<file path="src/design/rycc_pkg.sv">
// ----------------------------------------------------------------------------
// rycc_pkg
// Shared types and register indexes of the RGB / YCbCr colour converter.
// ----------------------------------------------------------------------------
package rycc_pkg;

    localparam int PIX_W = 8;

    // configuration register indexes
    localparam logic CFG_IDX_STANDARD  = 1'b0;
    localparam logic CFG_IDX_DIRECTION = 1'b1;

    // luma standard codes
    localparam logic STD_BT601 = 1'b0;
    localparam logic STD_BT709 = 1'b1;

    // direction codes
    localparam logic DIR_TO_YCBCR = 1'b0;
    localparam logic DIR_TO_RGB   = 1'b1;

    // control that travels with an item through a datapath
    typedef struct packed {
        logic vld;
        logic std;
    } t_ctl;

endpackage

</file>
<file path="src/design/rgb_ycbcr_converter_top.sv">
// ----------------------------------------------------------------------------
// rgb_ycbcr_converter_top
// Full-range RGB <-> YCbCr pixel converter, BT.601 or BT.709 weights.
// ----------------------------------------------------------------------------
//  channel   direction  signals
//  pixel in  in         start, busy, i_comp_first/second/third
//  pixel out out        o_strobe, o_out_first/second/third
//  config    in         i_cfg_we, i_cfg_idx, i_cfg_wdata
//
//  One item enters per clock while busy is low; each result strobes after its
//  start has passed the input register, three datapath stages and the clamp register.
//  The rate is set by the fully pipelined multiplier stages of both paths.
//  Synchronous active-low reset clears valid bits and config; busy is high
//  while reset is held and for the cycle after it. The receiver cannot
//  stall, so the pipeline never holds.
// ----------------------------------------------------------------------------
module rgb_ycbcr_converter_top #(
    parameter int COEF_FRAC_BITS = 16
) (
    input  logic                        i_clk,
    input  logic                        i_rst_n,
    input  logic                        i_cfg_we,
    input  logic                        i_cfg_idx,
    input  logic                        i_cfg_wdata,
    input  logic                        start,
    output logic                        busy,
    input  logic [rycc_pkg::PIX_W-1:0]  i_comp_first,
    input  logic [rycc_pkg::PIX_W-1:0]  i_comp_second,
    input  logic [rycc_pkg::PIX_W-1:0]  i_comp_third,
    output logic                        o_strobe,
    output logic [rycc_pkg::PIX_W-1:0]  o_out_first,
    output logic [rycc_pkg::PIX_W-1:0]  o_out_second,
    output logic [rycc_pkg::PIX_W-1:0]  o_out_third
);

    localparam int AW = 2 * COEF_FRAC_BITS + 12;
    localparam int PW = rycc_pkg::PIX_W;

    logic                   r_std, r_dir, r_run;
    logic                   r_in_vld, r_in_std, r_in_dir;
    logic [PW-1:0]          r_in_a, r_in_b, r_in_c;
    rycc_pkg::t_ctl         fwd_ctl, inv_ctl;

    logic                   fwd_vld, inv_vld;
    logic signed [AW-1:0]   fwd_0, fwd_1, fwd_2;
    logic signed [AW-1:0]   inv_0, inv_1, inv_2;
    logic signed [AW-1:0]   acc_0, acc_1, acc_2;

    logic                   r_out_vld;
    logic [PW-1:0]          r_out_0, r_out_1, r_out_2;
    logic                   accept;

    // floor to a byte, negative gives 0, overflow gives 255
    function automatic logic [PW-1:0] f_clamp(input logic signed [AW-1:0] acc);
        logic [PW-1:0] v;
        if (acc[AW-1]) begin
            v = '0;
        end else if (|acc[AW-2:2*COEF_FRAC_BITS+PW]) begin
            v = '1;
        end else begin
            v = acc[2*COEF_FRAC_BITS+PW-1:2*COEF_FRAC_BITS];
        end
        return v;
    endfunction

    assign busy   = ~r_run;
    assign accept = start & ~busy;

    always_ff @(posedge i_clk) begin
        if (!i_rst_n) begin
            r_std     <= rycc_pkg::STD_BT601;
            r_dir     <= rycc_pkg::DIR_TO_YCBCR;
            r_run     <= 1'b0;
            r_in_vld  <= 1'b0;
            r_out_vld <= 1'b0;
        end else begin
            r_run <= 1'b1;
            if (i_cfg_we) begin
                case (i_cfg_idx)
                    rycc_pkg::CFG_IDX_STANDARD:  r_std <= i_cfg_wdata;
                    rycc_pkg::CFG_IDX_DIRECTION: r_dir <= i_cfg_wdata;
                    default: ;
                endcase
            end
            r_in_vld  <= accept;
            r_out_vld <= fwd_vld | inv_vld;
        end
    end

    always_ff @(posedge i_clk) begin
        r_in_std <= r_std;
        r_in_dir <= r_dir;
        r_in_a   <= i_comp_first;
        r_in_b   <= i_comp_second;
        r_in_c   <= i_comp_third;
        r_out_0  <= f_clamp(acc_0);
        r_out_1  <= f_clamp(acc_1);
        r_out_2  <= f_clamp(acc_2);
    end

    // steer each item into the path of its direction
    assign fwd_ctl.vld = r_in_vld & (r_in_dir == rycc_pkg::DIR_TO_YCBCR);
    assign fwd_ctl.std = r_in_std;
    assign inv_ctl.vld = r_in_vld & (r_in_dir == rycc_pkg::DIR_TO_RGB);
    assign inv_ctl.std = r_in_std;

    rycc_fwd #(
        .FRAC   (COEF_FRAC_BITS)
    ) u_fwd (
        .i_clk  (i_clk),
        .i_rst_n(i_rst_n),
        .i_ctl  (fwd_ctl),
        .i_a    (r_in_a),
        .i_b    (r_in_b),
        .i_c    (r_in_c),
        .o_vld  (fwd_vld),
        .o_y    (fwd_0),
        .o_cb   (fwd_1),
        .o_cr   (fwd_2)
    );

    rycc_inv #(
        .FRAC   (COEF_FRAC_BITS)
    ) u_inv (
        .i_clk  (i_clk),
        .i_rst_n(i_rst_n),
        .i_ctl  (inv_ctl),
        .i_a    (r_in_a),
        .i_b    (r_in_b),
        .i_c    (r_in_c),
        .o_vld  (inv_vld),
        .o_r    (inv_0),
        .o_g    (inv_1),
        .o_b    (inv_2)
    );

    assign acc_0 = fwd_vld ? fwd_0 : inv_0;
    assign acc_1 = fwd_vld ? fwd_1 : inv_1;
    assign acc_2 = fwd_vld ? fwd_2 : inv_2;

    assign o_strobe     = r_out_vld;
    assign o_out_first  = r_out_0;
    assign o_out_second = r_out_1;
    assign o_out_third  = r_out_2;

`ifndef SYNTH
    a_latency: assert property (@(posedge i_clk) disable iff (!i_rst_n)
        accept |-> ##5 o_strobe)
        else $error("accepted item did not strobe out after five cycles");

    a_one_path: assert property (@(posedge i_clk) disable iff (!i_rst_n)
        !(fwd_vld && inv_vld))
        else $error("both datapaths delivered in the same cycle");

    a_reset_quiet: assert property (@(posedge i_clk)
        !i_rst_n |=> !o_strobe)
        else $error("strobe raised straight after reset");
`endif

endmodule

</file>
<file path="src/design/rycc_fwd.sv">
// ----------------------------------------------------------------------------
// rycc_fwd
// RGB to YCbCr datapath: three stages (weights, luma and differences,
// chroma scaling). Results leave as accumulators with 2*FRAC fraction bits.
// ----------------------------------------------------------------------------
module rycc_fwd #(
    parameter int FRAC = 16
) (
    input  logic                            i_clk,
    input  logic                            i_rst_n,
    input  rycc_pkg::t_ctl                  i_ctl,
    input  logic [rycc_pkg::PIX_W-1:0]      i_a,
    input  logic [rycc_pkg::PIX_W-1:0]      i_b,
    input  logic [rycc_pkg::PIX_W-1:0]      i_c,
    output logic                            o_vld,
    output logic signed [2*FRAC+11:0]       o_y,
    output logic signed [2*FRAC+11:0]       o_cb,
    output logic signed [2*FRAC+11:0]       o_cr
);

    localparam int     AW  = 2 * FRAC + 12;
    localparam int     PW  = FRAC + rycc_pkg::PIX_W;
    localparam int     DW  = PW + 1;
    localparam longint ONE = longint'(1) << FRAC;

    localparam longint KR601_L = (299 * ONE + 500) / 1000;
    localparam longint KB601_L = (114 * ONE + 500) / 1000;
    localparam longint KR709_L = (2126 * ONE + 5000) / 10000;
    localparam longint KB709_L = (722 * ONE + 5000) / 10000;

    localparam logic [FRAC-1:0] KR601 = FRAC'(KR601_L);
    localparam logic [FRAC-1:0] KB601 = FRAC'(KB601_L);
    localparam logic [FRAC-1:0] KG601 = FRAC'(ONE - KR601_L - KB601_L);
    localparam logic [FRAC-1:0] KR709 = FRAC'(KR709_L);
    localparam logic [FRAC-1:0] KB709 = FRAC'(KB709_L);
    localparam logic [FRAC-1:0] KG709 = FRAC'(ONE - KR709_L - KB709_L);

    localparam logic signed [FRAC:0] CBS601 = (FRAC+1)'((1000 * ONE + 886) / 1772);
    localparam logic signed [FRAC:0] CRS601 = (FRAC+1)'((1000 * ONE + 701) / 1402);
    localparam logic signed [FRAC:0] CBS709 = (FRAC+1)'((10000 * ONE + 9278) / 18556);
    localparam logic signed [FRAC:0] CRS709 = (FRAC+1)'((10000 * ONE + 7874) / 15748);

    // 127.5 at 2*FRAC fraction bits
    localparam logic signed [AW-1:0] HALF2 = AW'(longint'(255) << (2 * FRAC - 1));

    // stage A: weighted components
    rycc_pkg::t_ctl                 r_a_ctl;
    logic [PW-1:0]                  r_a_pr, r_a_pg, r_a_pb;
    logic [rycc_pkg::PIX_W-1:0]     r_a_a, r_a_c;
    logic [FRAC-1:0]                kr, kg, kb;

    // stage B: luma and colour differences
    rycc_pkg::t_ctl                 r_b_ctl;
    logic [PW-1:0]                  r_b_y;
    logic signed [DW-1:0]           r_b_db, r_b_dr;
    logic [PW-1:0]                  n_b_y;

    // stage C: scaled chroma
    logic                           r_c_vld;
    logic signed [AW-1:0]           r_c_y, r_c_cb, r_c_cr;
    logic signed [FRAC:0]           cbs, crs;

    assign kr  = (i_ctl.std == rycc_pkg::STD_BT709) ? KR709 : KR601;
    assign kg  = (i_ctl.std == rycc_pkg::STD_BT709) ? KG709 : KG601;
    assign kb  = (i_ctl.std == rycc_pkg::STD_BT709) ? KB709 : KB601;
    assign cbs = (r_b_ctl.std == rycc_pkg::STD_BT709) ? CBS709 : CBS601;
    assign crs = (r_b_ctl.std == rycc_pkg::STD_BT709) ? CRS709 : CRS601;

    assign n_b_y = r_a_pr + r_a_pg + r_a_pb;

    always_ff @(posedge i_clk) begin
        if (!i_rst_n) begin
            r_a_ctl <= '0;
            r_b_ctl <= '0;
            r_c_vld <= 1'b0;
        end else begin
            r_a_ctl <= i_ctl;
            r_b_ctl <= r_a_ctl;
            r_c_vld <= r_b_ctl.vld;
        end
    end

    always_ff @(posedge i_clk) begin
        r_a_pr <= PW'(kr * i_a);
        r_a_pg <= PW'(kg * i_b);
        r_a_pb <= PW'(kb * i_c);
        r_a_a  <= i_a;
        r_a_c  <= i_c;

        r_b_y  <= n_b_y;
        r_b_db <= $signed({1'b0, r_a_c, {FRAC{1'b0}}}) - $signed({1'b0, n_b_y});
        r_b_dr <= $signed({1'b0, r_a_a, {FRAC{1'b0}}}) - $signed({1'b0, n_b_y});

        r_c_y  <= $signed({{(AW-PW-FRAC){1'b0}}, r_b_y, {FRAC{1'b0}}});
        r_c_cb <= r_b_db * cbs + HALF2;
        r_c_cr <= r_b_dr * crs + HALF2;
    end

    assign o_vld = r_c_vld;
    assign o_y   = r_c_y;
    assign o_cb  = r_c_cb;
    assign o_cr  = r_c_cr;

endmodule

</file>
<file path="src/design/rycc_inv.sv">
// ----------------------------------------------------------------------------
// rycc_inv
// YCbCr to RGB datapath: three stages (offset removal, matrix products,
// sums). Results leave as accumulators with 2*FRAC fraction bits.
// ----------------------------------------------------------------------------
module rycc_inv #(
    parameter int FRAC = 16
) (
    input  logic                            i_clk,
    input  logic                            i_rst_n,
    input  rycc_pkg::t_ctl                  i_ctl,
    input  logic [rycc_pkg::PIX_W-1:0]      i_a,
    input  logic [rycc_pkg::PIX_W-1:0]      i_b,
    input  logic [rycc_pkg::PIX_W-1:0]      i_c,
    output logic                            o_vld,
    output logic signed [2*FRAC+11:0]       o_r,
    output logic signed [2*FRAC+11:0]       o_g,
    output logic signed [2*FRAC+11:0]       o_b
);

    localparam int     AW  = 2 * FRAC + 12;
    localparam int     DW  = FRAC + rycc_pkg::PIX_W + 1;
    localparam int     CW  = FRAC + 2;
    localparam longint ONE = longint'(1) << FRAC;

    localparam logic signed [CW-1:0] RCR601 = CW'((1402 * ONE + 500) / 1000);
    localparam logic signed [CW-1:0] BCB601 = CW'((1772 * ONE + 500) / 1000);
    localparam logic signed [CW-1:0] GCB601 = CW'((202008 * ONE + 293500) / 587000);
    localparam logic signed [CW-1:0] GCR601 = CW'((419198 * ONE + 293500) / 587000);
    localparam logic signed [CW-1:0] RCR709 = CW'((15748 * ONE + 5000) / 10000);
    localparam logic signed [CW-1:0] BCB709 = CW'((18556 * ONE + 5000) / 10000);
    localparam logic signed [CW-1:0] GCB709 =
        CW'((13397432 * ONE + 35760000) / 71520000);
    localparam logic signed [CW-1:0] GCR709 =
        CW'((33480248 * ONE + 35760000) / 71520000);

    // 127.5 at FRAC fraction bits
    localparam logic signed [DW-1:0] HALF1 = DW'(longint'(255) << (FRAC - 1));

    // stage A: offsets removed
    rycc_pkg::t_ctl                 r_a_ctl;
    logic [rycc_pkg::PIX_W-1:0]     r_a_y;
    logic signed [DW-1:0]           r_a_cbf, r_a_crf;

    // stage B: matrix products
    logic                           r_b_vld;
    logic [rycc_pkg::PIX_W-1:0]     r_b_y;
    logic signed [AW-1:0]           r_b_rcr, r_b_gcb, r_b_gcr, r_b_bcb;
    logic signed [CW-1:0]           rcr, gcb, gcr, bcb;

    // stage C: channel sums
    logic                           r_c_vld;
    logic signed [AW-1:0]           r_c_r, r_c_g, r_c_b;
    logic signed [AW-1:0]           yf;

    assign rcr = (r_a_ctl.std == rycc_pkg::STD_BT709) ? RCR709 : RCR601;
    assign bcb = (r_a_ctl.std == rycc_pkg::STD_BT709) ? BCB709 : BCB601;
    assign gcb = (r_a_ctl.std == rycc_pkg::STD_BT709) ? GCB709 : GCB601;
    assign gcr = (r_a_ctl.std == rycc_pkg::STD_BT709) ? GCR709 : GCR601;

    assign yf = $signed({{(AW-rycc_pkg::PIX_W-2*FRAC){1'b0}}, r_b_y, {(2*FRAC){1'b0}}});

    always_ff @(posedge i_clk) begin
        if (!i_rst_n) begin
            r_a_ctl <= '0;
            r_b_vld <= 1'b0;
            r_c_vld <= 1'b0;
        end else begin
            r_a_ctl <= i_ctl;
            r_b_vld <= r_a_ctl.vld;
            r_c_vld <= r_b_vld;
        end
    end

    always_ff @(posedge i_clk) begin
        r_a_y   <= i_a;
        r_a_cbf <= $signed({1'b0, i_b, {FRAC{1'b0}}}) - HALF1;
        r_a_crf <= $signed({1'b0, i_c, {FRAC{1'b0}}}) - HALF1;

        r_b_y   <= r_a_y;
        r_b_rcr <= r_a_crf * rcr;
        r_b_gcb <= r_a_cbf * gcb;
        r_b_gcr <= r_a_crf * gcr;
        r_b_bcb <= r_a_cbf * bcb;

        r_c_r   <= yf + r_b_rcr;
        r_c_g   <= yf - r_b_gcb - r_b_gcr;
        r_c_b   <= yf + r_b_bcb;
    end

    assign o_vld = r_c_vld;
    assign o_r   = r_c_r;
    assign o_g   = r_c_g;
    assign o_b   = r_c_b;

endmodule
</file>
<file path="config.mk">
export PLATFORM = sky130hd
export DESIGN_NAME = rgb_ycbcr_converter_top
export DESIGN_NICKNAME = d
export VERILOG_FILES = /design/src/design/rycc_pkg.sv /design/src/design/rgb_ycbcr_converter_top.sv /design/src/design/rycc_fwd.sv /design/src/design/rycc_inv.sv
export SDC_FILE = /design/constraint.sdc
export NUM_CORES = 2
export LEC_CHECK = 0
export ABC_AREA = 1
export BUFFER_PORTS_ARGS = -buffer_cell sky130_fd_sc_hd__buf_4
export CAP_MARGIN = 40
export CORE_ASPECT_RATIO = 2
export CORE_MARGIN = 2
export CORE_UTILIZATION = 53
export CTS_CLUSTER_SIZE = 40
export DETAILED_ROUTE_END_ITERATION = 8
export HOLD_SLACK_MARGIN = 0.05
export PLACE_DENSITY = 0.69
export SYNTH_ARGS = -nofsm -noshare
export SYNTH_HDL_FRONTEND = slang
export SYNTH_SLANG_ARGS = --single-unit
</file>
<file path="constraint.sdc">
create_clock -name i_clk -period 16.95 [get_ports i_clk]
set_input_delay 3.39 -clock i_clk [delete_from_list [all_inputs] [get_ports i_clk]]
set_output_delay 3.39 -clock i_clk [all_outputs]
set_load 0.02 [all_outputs]
</file>
* After elaboration in Yosys (flattened, before gate mapping)
Cells that the tools add are included.
** Cells by class
- $add $sub $neg :: 12
- Multipliers :: 9
- Div/mod/pow operators :: 0
- $lt $le $gt $ge :: 0
- Equality and inequality tests :: 0
- Shift-type cells :: 0
- Muxes and demuxes :: 16
- Bitwise logic cells :: 7
- Reductions and logical operators :: 5
** Operators with widths (count)
- $mux 44 :: 3
- $mul 25x17->42 :: 3
- $add 41x44->44 :: 2
- $add 44x40->44 const B :: 2
- $mul 25x18->43 :: 2
- $mul 16x8->24 :: 3
- $sub 24x23->25 const B :: 2
- $sub 24x24->25 :: 2
- $add 24x24->24 :: 2
- $sub 41x44->44 :: 1
- $sub 44x44->44 :: 1
- $mul 25x16->41 :: 1
- $mux 13 :: 3
- $mux 16 :: 2
- $mux 15 :: 2
- $mux 8 :: 3
- $mux 14 :: 1
- $mux 12 :: 1
- $reduce_or 3->1 :: 3
- $reduce_and 2->1 :: 2
- $and 1x1->1 :: 3
- $not 1->1 :: 3
- $mux 1 :: 1
- $or 1x1->1 :: 1
** Word-level totals
- Bits in registers :: 703
- Latch bits :: 0
- Bits in writable memories :: 0
- ROM bits :: 0
- Input bits :: 30
- Output and inout bits :: 26
- Logic and storage cells :: 91
- Memories :: 0

* Depth between registers and ports, before layout
- Depth in word-level cells :: 3
- Mapped depth :: 37
- Mapped depth without buffers :: 37

* By module
From an unflattened synthesis, not the netlist that was laid out.
** Unflattened totals
- Cells, all modules :: 8200
- Area, all modules :: 69763.2 um^2
** By module, submodules not included
- rycc_fwd :: times used 1, cells each 4470, area an instance 38140.3 um^2, seq. area each 5064.9 um^2
- rycc_inv :: times used 1, cells each 3523, area an instance 29802.3 um^2, seq. area each 4584.4 um^2
- rgb_ycbcr_converter_top :: times used 1, cells each 207, area an instance 1820.5 um^2, seq. area each 1101.1 um^2

* Worst setup path before layout
Ideal clock, no wire load.
- Path kind :: register to register
- From :: register u_inv.r_a_ctl[0] in the netlist's numbering
- To :: register u_inv.r_b_rcr[41]
- Library setup time :: 72 ps
- Arrival :: 7036 ps
- Required time :: 16878 ps
- Path slack :: 9842 ps
- Stages on the path, launching flop included :: 19
- Buffers on the path :: 2
- Clock period less this slack :: 7108 ps
- Cell sequence :: dfxtp_1 -> clkbuf_1 -> clkbuf_1 -> nor2_1 -> inv_1 -> fa_1 -> inv_1 -> fa_1 -> fa_1 -> fa_1 -> inv_1 -> ha_1 -> nand2_1 -> nor4_1 -> nand4_1 -> nand3_1 -> nand4_1 -> nand3_1 -> xor2_1
** On the way
- Cells in the longest elaborated chain, start to end :: 2
** RTL lines
- start: declaration :: line rycc_inv.sv:41 : rycc_pkg::t_ctl r_a_ctl;
- start signal: assignment :: line rycc_inv.sv:69 : r_a_ctl <= i_ctl;
- $mux 16 :: line rycc_inv.sv:56 : assign rcr = (r_a_ctl.std == rycc_pkg::STD_BT709) ? RCR709 : RCR601;
- $mul 25x18->43 :: line rycc_inv.sv:81 : r_b_rcr <= r_a_crf * rcr;
- end signal: assignment :: line rycc_inv.sv:81
- end: declaration :: line rycc_inv.sv:48 : logic signed [AW-1:0] r_b_rcr, r_b_gcb, r_b_gcr, r_b_bcb;
Every way passes these cells.
A chain may end at the register's enable or synchronous reset.

* Final worst setup path
- From :: register u_inv.r_a_ctl[0] in the netlist's numbering
- To :: register u_inv.r_b_gcb[42]
** On the way
- Cells in the longest elaborated chain, start to end :: 2
** RTL lines
- $mux 15 :: line rycc_inv.sv:58 : assign gcb = (r_a_ctl.std == rycc_pkg::STD_BT709) ? GCB709 : GCB601;
- $mul 25x16->41 :: line rycc_inv.sv:82 : r_b_gcb <= r_a_cbf * gcb;
- end signal: assignment :: line rycc_inv.sv:82
- end: declaration :: line rycc_inv.sv:48
Every way passes these cells.

==> impl_metrics.xml <==
<?xml version="1.0" encoding="UTF-8"?>
<metrics>
  <group name="setup_path">
    <metric name="r2r-end" unit="">u_inv.r_b_gcb[42]</metric>
    <metric name="crit_path_end_kind" unit="">flip-flop</metric>
    <metric name="regToRegStartpoint" unit="">u_inv.r_a_ctl[0]</metric>
    <metric name="worstRegToRegCells" unit="">20</metric>
    <metric name="worst-r2r-setup-slack" unit="ns">9.81</metric>
    <metric name="setup.worst_path.start" unit="">u_inv.r_a_ctl[0]</metric>
    <metric name="critical_path.max_fanout" unit="">51</metric>
    <metric name="setup.worst_path.class" unit="">reg -&gt; reg</metric>
    <metric name="category_of_the_worst_setup_path_launch_point" unit="">flip-flop</metric>
    <metric name="timing.critical_path.arrival" unit="ns">7.60</metric>
    <metric name="timing.critical_path.required" unit="ns">17.41</metric>
  </group>
  <group name="timing">
    <metric name="setup_viol" unit="">0</metric>
    <metric name="slew-limit-headroom" unit="">0.407</metric>
    <metric name="worst-slew-pin-transition" unit="ns">0.886</metric>
    <metric name="final_period_minus_worst_setup_slack" unit="ns">7.14</metric>
    <metric name="max_freq" unit="MHz">140</metric>
    <metric name="timing.final.hold_violations" unit="">0</metric>
    <metric name="finalHoldWorstSlack" unit="ns">0.329</metric>
    <metric name="fin_ws" unit="ns">9.81</metric>
    <metric name="totalNegativeSetupSlack" unit="ns">0</metric>
    <metric name="fin_crit_share" unit="">0.421</metric>
    <metric name="timing_max_transition_violations_final" unit="">0</metric>
    <metric name="grt_setup_unrepaired" unit="">false</metric>
    <metric name="fin_worst_skew" unit="ns">0.0254</metric>
  </group>
  <group name="finish">
    <metric name="post_layout_nonfiller_instances" unit="">8938</metric>
    <metric name="layout.filler_cells" unit="">10750</metric>
    <metric name="num-nets-final" unit="">9463</metric>
    <metric name="drive_above_1_share" unit="">0.0307</metric>
    <metric name="layout-area-overhead-vs-synth" unit="%">6.36</metric>
    <metric name="mostFrequentLayoutCell" unit="">inv_1</metric>
    <metric name="layout_common_cells" unit="">inv_1 (2167), fa_1 (1131), nand2_1 (1054)</metric>
  </group>
  <group name="routing">
    <metric name="routedWlPerCell" unit="um">17.0</metric>
    <metric name="detail_route.vias_per_cell" unit="">5.02</metric>
    <metric name="route.detailed.drc" unit="">0</metric>
    <metric name="antenna_left" unit="">0</metric>
    <metric name="dr_total_vias" unit="">44843</metric>
    <metric name="routed_wl" unit="um">152000</metric>
    <metric name="initialDrtViolationCount" unit="">2173</metric>
    <metric name="drt_pass1_iterations" unit="">6</metric>
  </group>
  <group name="synthesis">
    <metric name="yosys_warnings" unit="">0</metric>
    <metric name="yosys_most_used_dff" unit="">dfxtp_1</metric>
    <metric name="synthesis.instances" unit="">7225</metric>
    <metric name="synth.lib_cells_used.distinct" unit="">54</metric>
    <metric name="ys_async_sr_fraction" unit="">0</metric>
    <metric name="synth-edff-count" unit="">0</metric>
    <metric name="synth_area_per_inst" unit="um2">8.64</metric>
    <metric name="ys_ff_latch" unit="">351</metric>
    <metric name="post_synth_instance_area" unit="um2">62400</metric>
    <metric name="yosysSeqAreaShare" unit="">0.113</metric>
  </group>
  <group name="clock_tree">
    <metric name="clock_latency" unit="ns">0.60</metric>
    <metric name="postCtsSetupRepairBufs" unit="">0</metric>
    <metric name="clkSlewWorstSetupHoldPaths" unit="ns">0.07</metric>
    <metric name="cts_buffers" unit="">37</metric>
    <metric name="cts.sinks" unit="">351</metric>
    <metric name="max-clock-path-buffers" unit="">3</metric>
    <metric name="cts_hold_buffers" unit="">0</metric>
    <metric name="cts_tree" unit="">done</metric>
    <metric name="clockRootBuffer" unit="">clkbuf_16</metric>
    <metric name="postCtsResizedCells" unit="">0</metric>
    <metric name="h-tree-depth" unit="">2</metric>
  </group>
  <group name="floorplan">
    <metric name="rows" unit="">178</metric>
    <metric name="design.die.area" unit="um2">121000</metric>
    <metric name="die_w" unit="um">247</metric>
    <metric name="core" unit="um2">117000</metric>
    <metric name="floorplan.initialDensity" unit="">0.533</metric>
    <metric name="ioPinCount" unit="">56</metric>
    <metric name="die-height" unit="um">489</metric>
  </group>
  <group name="global_route">
    <metric name="first_global_vias" unit="">47524</metric>
    <metric name="pin_count_of_the_biggest_net_entering_global_routing" unit="">63</metric>
    <metric name="grt_pass1_wl" unit="um">249000</metric>
    <metric name="globalRouteOverflowTotal" unit="">0</metric>
    <metric name="grt_antenna_before_repair" unit="">4</metric>
    <metric name="grt_resource_usage_total" unit="">0.265</metric>
  </group>
  <group name="placement">
    <metric name="gp_routability_congestion" unit="">0.933</metric>
    <metric name="number_of_buffer_cells_added_on_primary_ports" unit="">55</metric>
    <metric name="placed_cells_incl_taps" unit="">8869</metric>
    <metric name="pre_cts_ws" unit="ns">9.86</metric>
    <metric name="place_hpwl" unit="um">134000</metric>
  </group>
  <group name="status">
    <metric name="run_status" unit="">complete, no violations</metric>
  </group>
  <group name="min_path">
    <metric name="hold-path-endpoint" unit="">u_fwd.o_y[39]</metric>
    <metric name="worstHoldPathType" unit="">reg -&gt; reg</metric>
    <metric name="whs_path_depth" unit="">0</metric>
    <metric name="worst_hold_startpoint" unit="">u_fwd.r_b_y[23]</metric>
  </group>
  <group name="flow_run">
    <metric name="maxCapViolations" unit="">0</metric>
  </group>
</metrics>
==> flip-flops by register name, indices dropped and copies added, names as in the netlist, 9 cells and up <==
register	count
u_fwd.o_cb	12
u_fwd.o_cr	12
u_fwd.r_a_pb	23
u_fwd.r_a_pg	24
u_fwd.r_a_pr	23
u_fwd.r_b_db	24
u_fwd.r_b_dr	9
u_fwd.r_b_y	9
u_inv.o_b	12
u_inv.o_g	12
u_inv.o_r	12
u_inv.r_b_bcb	11
u_inv.r_b_gcb	25
u_inv.r_b_gcr	27
u_inv.r_b_rcr	12
==> how the worst max path moves through the flow <==
stage                   endpoint
4_1_cts           u_fwd.o_cb[39]
2_1_floorplan  u_inv.r_b_rcr[41]
3_5_place_dp      u_fwd.o_cb[39]
3_3_place_gp   u_inv.r_b_gcb[42]
6_report       u_inv.r_b_gcb[42]
5_1_grt           u_fwd.o_cb[41]
==> area by class of cell <==
cell class                      instances  area, um2  share of cell area
Antenna cell                            2       5.00           0.0000754
Timing Repair Buffer                   93        698              0.0105
Tap cell                             1530       1910              0.0288
Clock buffer                           47       1020              0.0154
Inverter                             2173       8160               0.123
Multi-Input combinational cell       4722      47300               0.713
Sequential cell                       351       7030               0.106
Clock inverter                         20        245             0.00369
==> stage by stage <==
step / util / instance area [um2]
global placement: 0.555 / 65100
global route: 0.567 / 66400
CTS: 0.567 / 66400
floorplan: - / 62700
finish: 0.567 / 66400
detailed placement: 0.556 / 65100
==> metal layers <==
| metal | global-route usage | part of all wire | vias to the layer above |
|---|---|---|---|
| met1 | 0.341 | 0.42 | 21583 |
| li1 | - | - | 21816 |
| met2 | 0.450 | 0.48 | 1125 |
| met4 | 0.113 | 0.052 | 0 |
| met3 | 0.0301 | 0.048 | 319 |
| met5 | 0 | 0 | - |
==> cells by family after synthesis <==
| group | after synthesis | share of synthesized area |
|---|---|---|
| adders and majority gates | 2055 | 0.548 |
| AOI/OAI and AO/OA | 612 | 0.0551 |
| and+or+nand+nor | 1740 | 0.115 |
| other | 2 | 0.000120 |
| buffers and inverters | 2219 | 0.134 |
| xor gates and xnor gates | 246 | 0.0354 |
| DFF | 351 | 0.113 |
==> critical path, cell delays in order (launching register included) <==
cell	delay [ns]
dfxtp_2	0.63
buf_4	0.58
nand2_1	0.64
inv_1	0.63
fa_1	0.49
inv_1	0.09
fa_1	0.41
inv_1	0.09
fa_1	0.39
inv_1	0.09
fa_1	0.43
fa_1	0.40
fa_1	0.51
inv_1	0.04
ha_1	0.39
nand2_1	0.13
nor4_1	0.37
nand4_1	0.21
nand3_1	0.19
a31oi_1	0.11
xor2_1	0.15
==> cell usage after synthesis (40+ instances only) <==
cell	number	area, um2
nor3_1	48	240
nand3_1	155	776
inv_1	2168	8140
xor2_1	156	1370
a31oi_1	40	250
ha_1	924	11600
a21oi_1	290	1450
nor2_1	357	1340
nand2_1	1054	3960
dfxtp_1	351	7030
fa_1	1131	22600
o21ai_0	153	766
xnor2_1	83	727
Power is left out: the tool's default activity adds up to more than one toggle a clock period on the data nets, which glitch-free logic cannot reach.
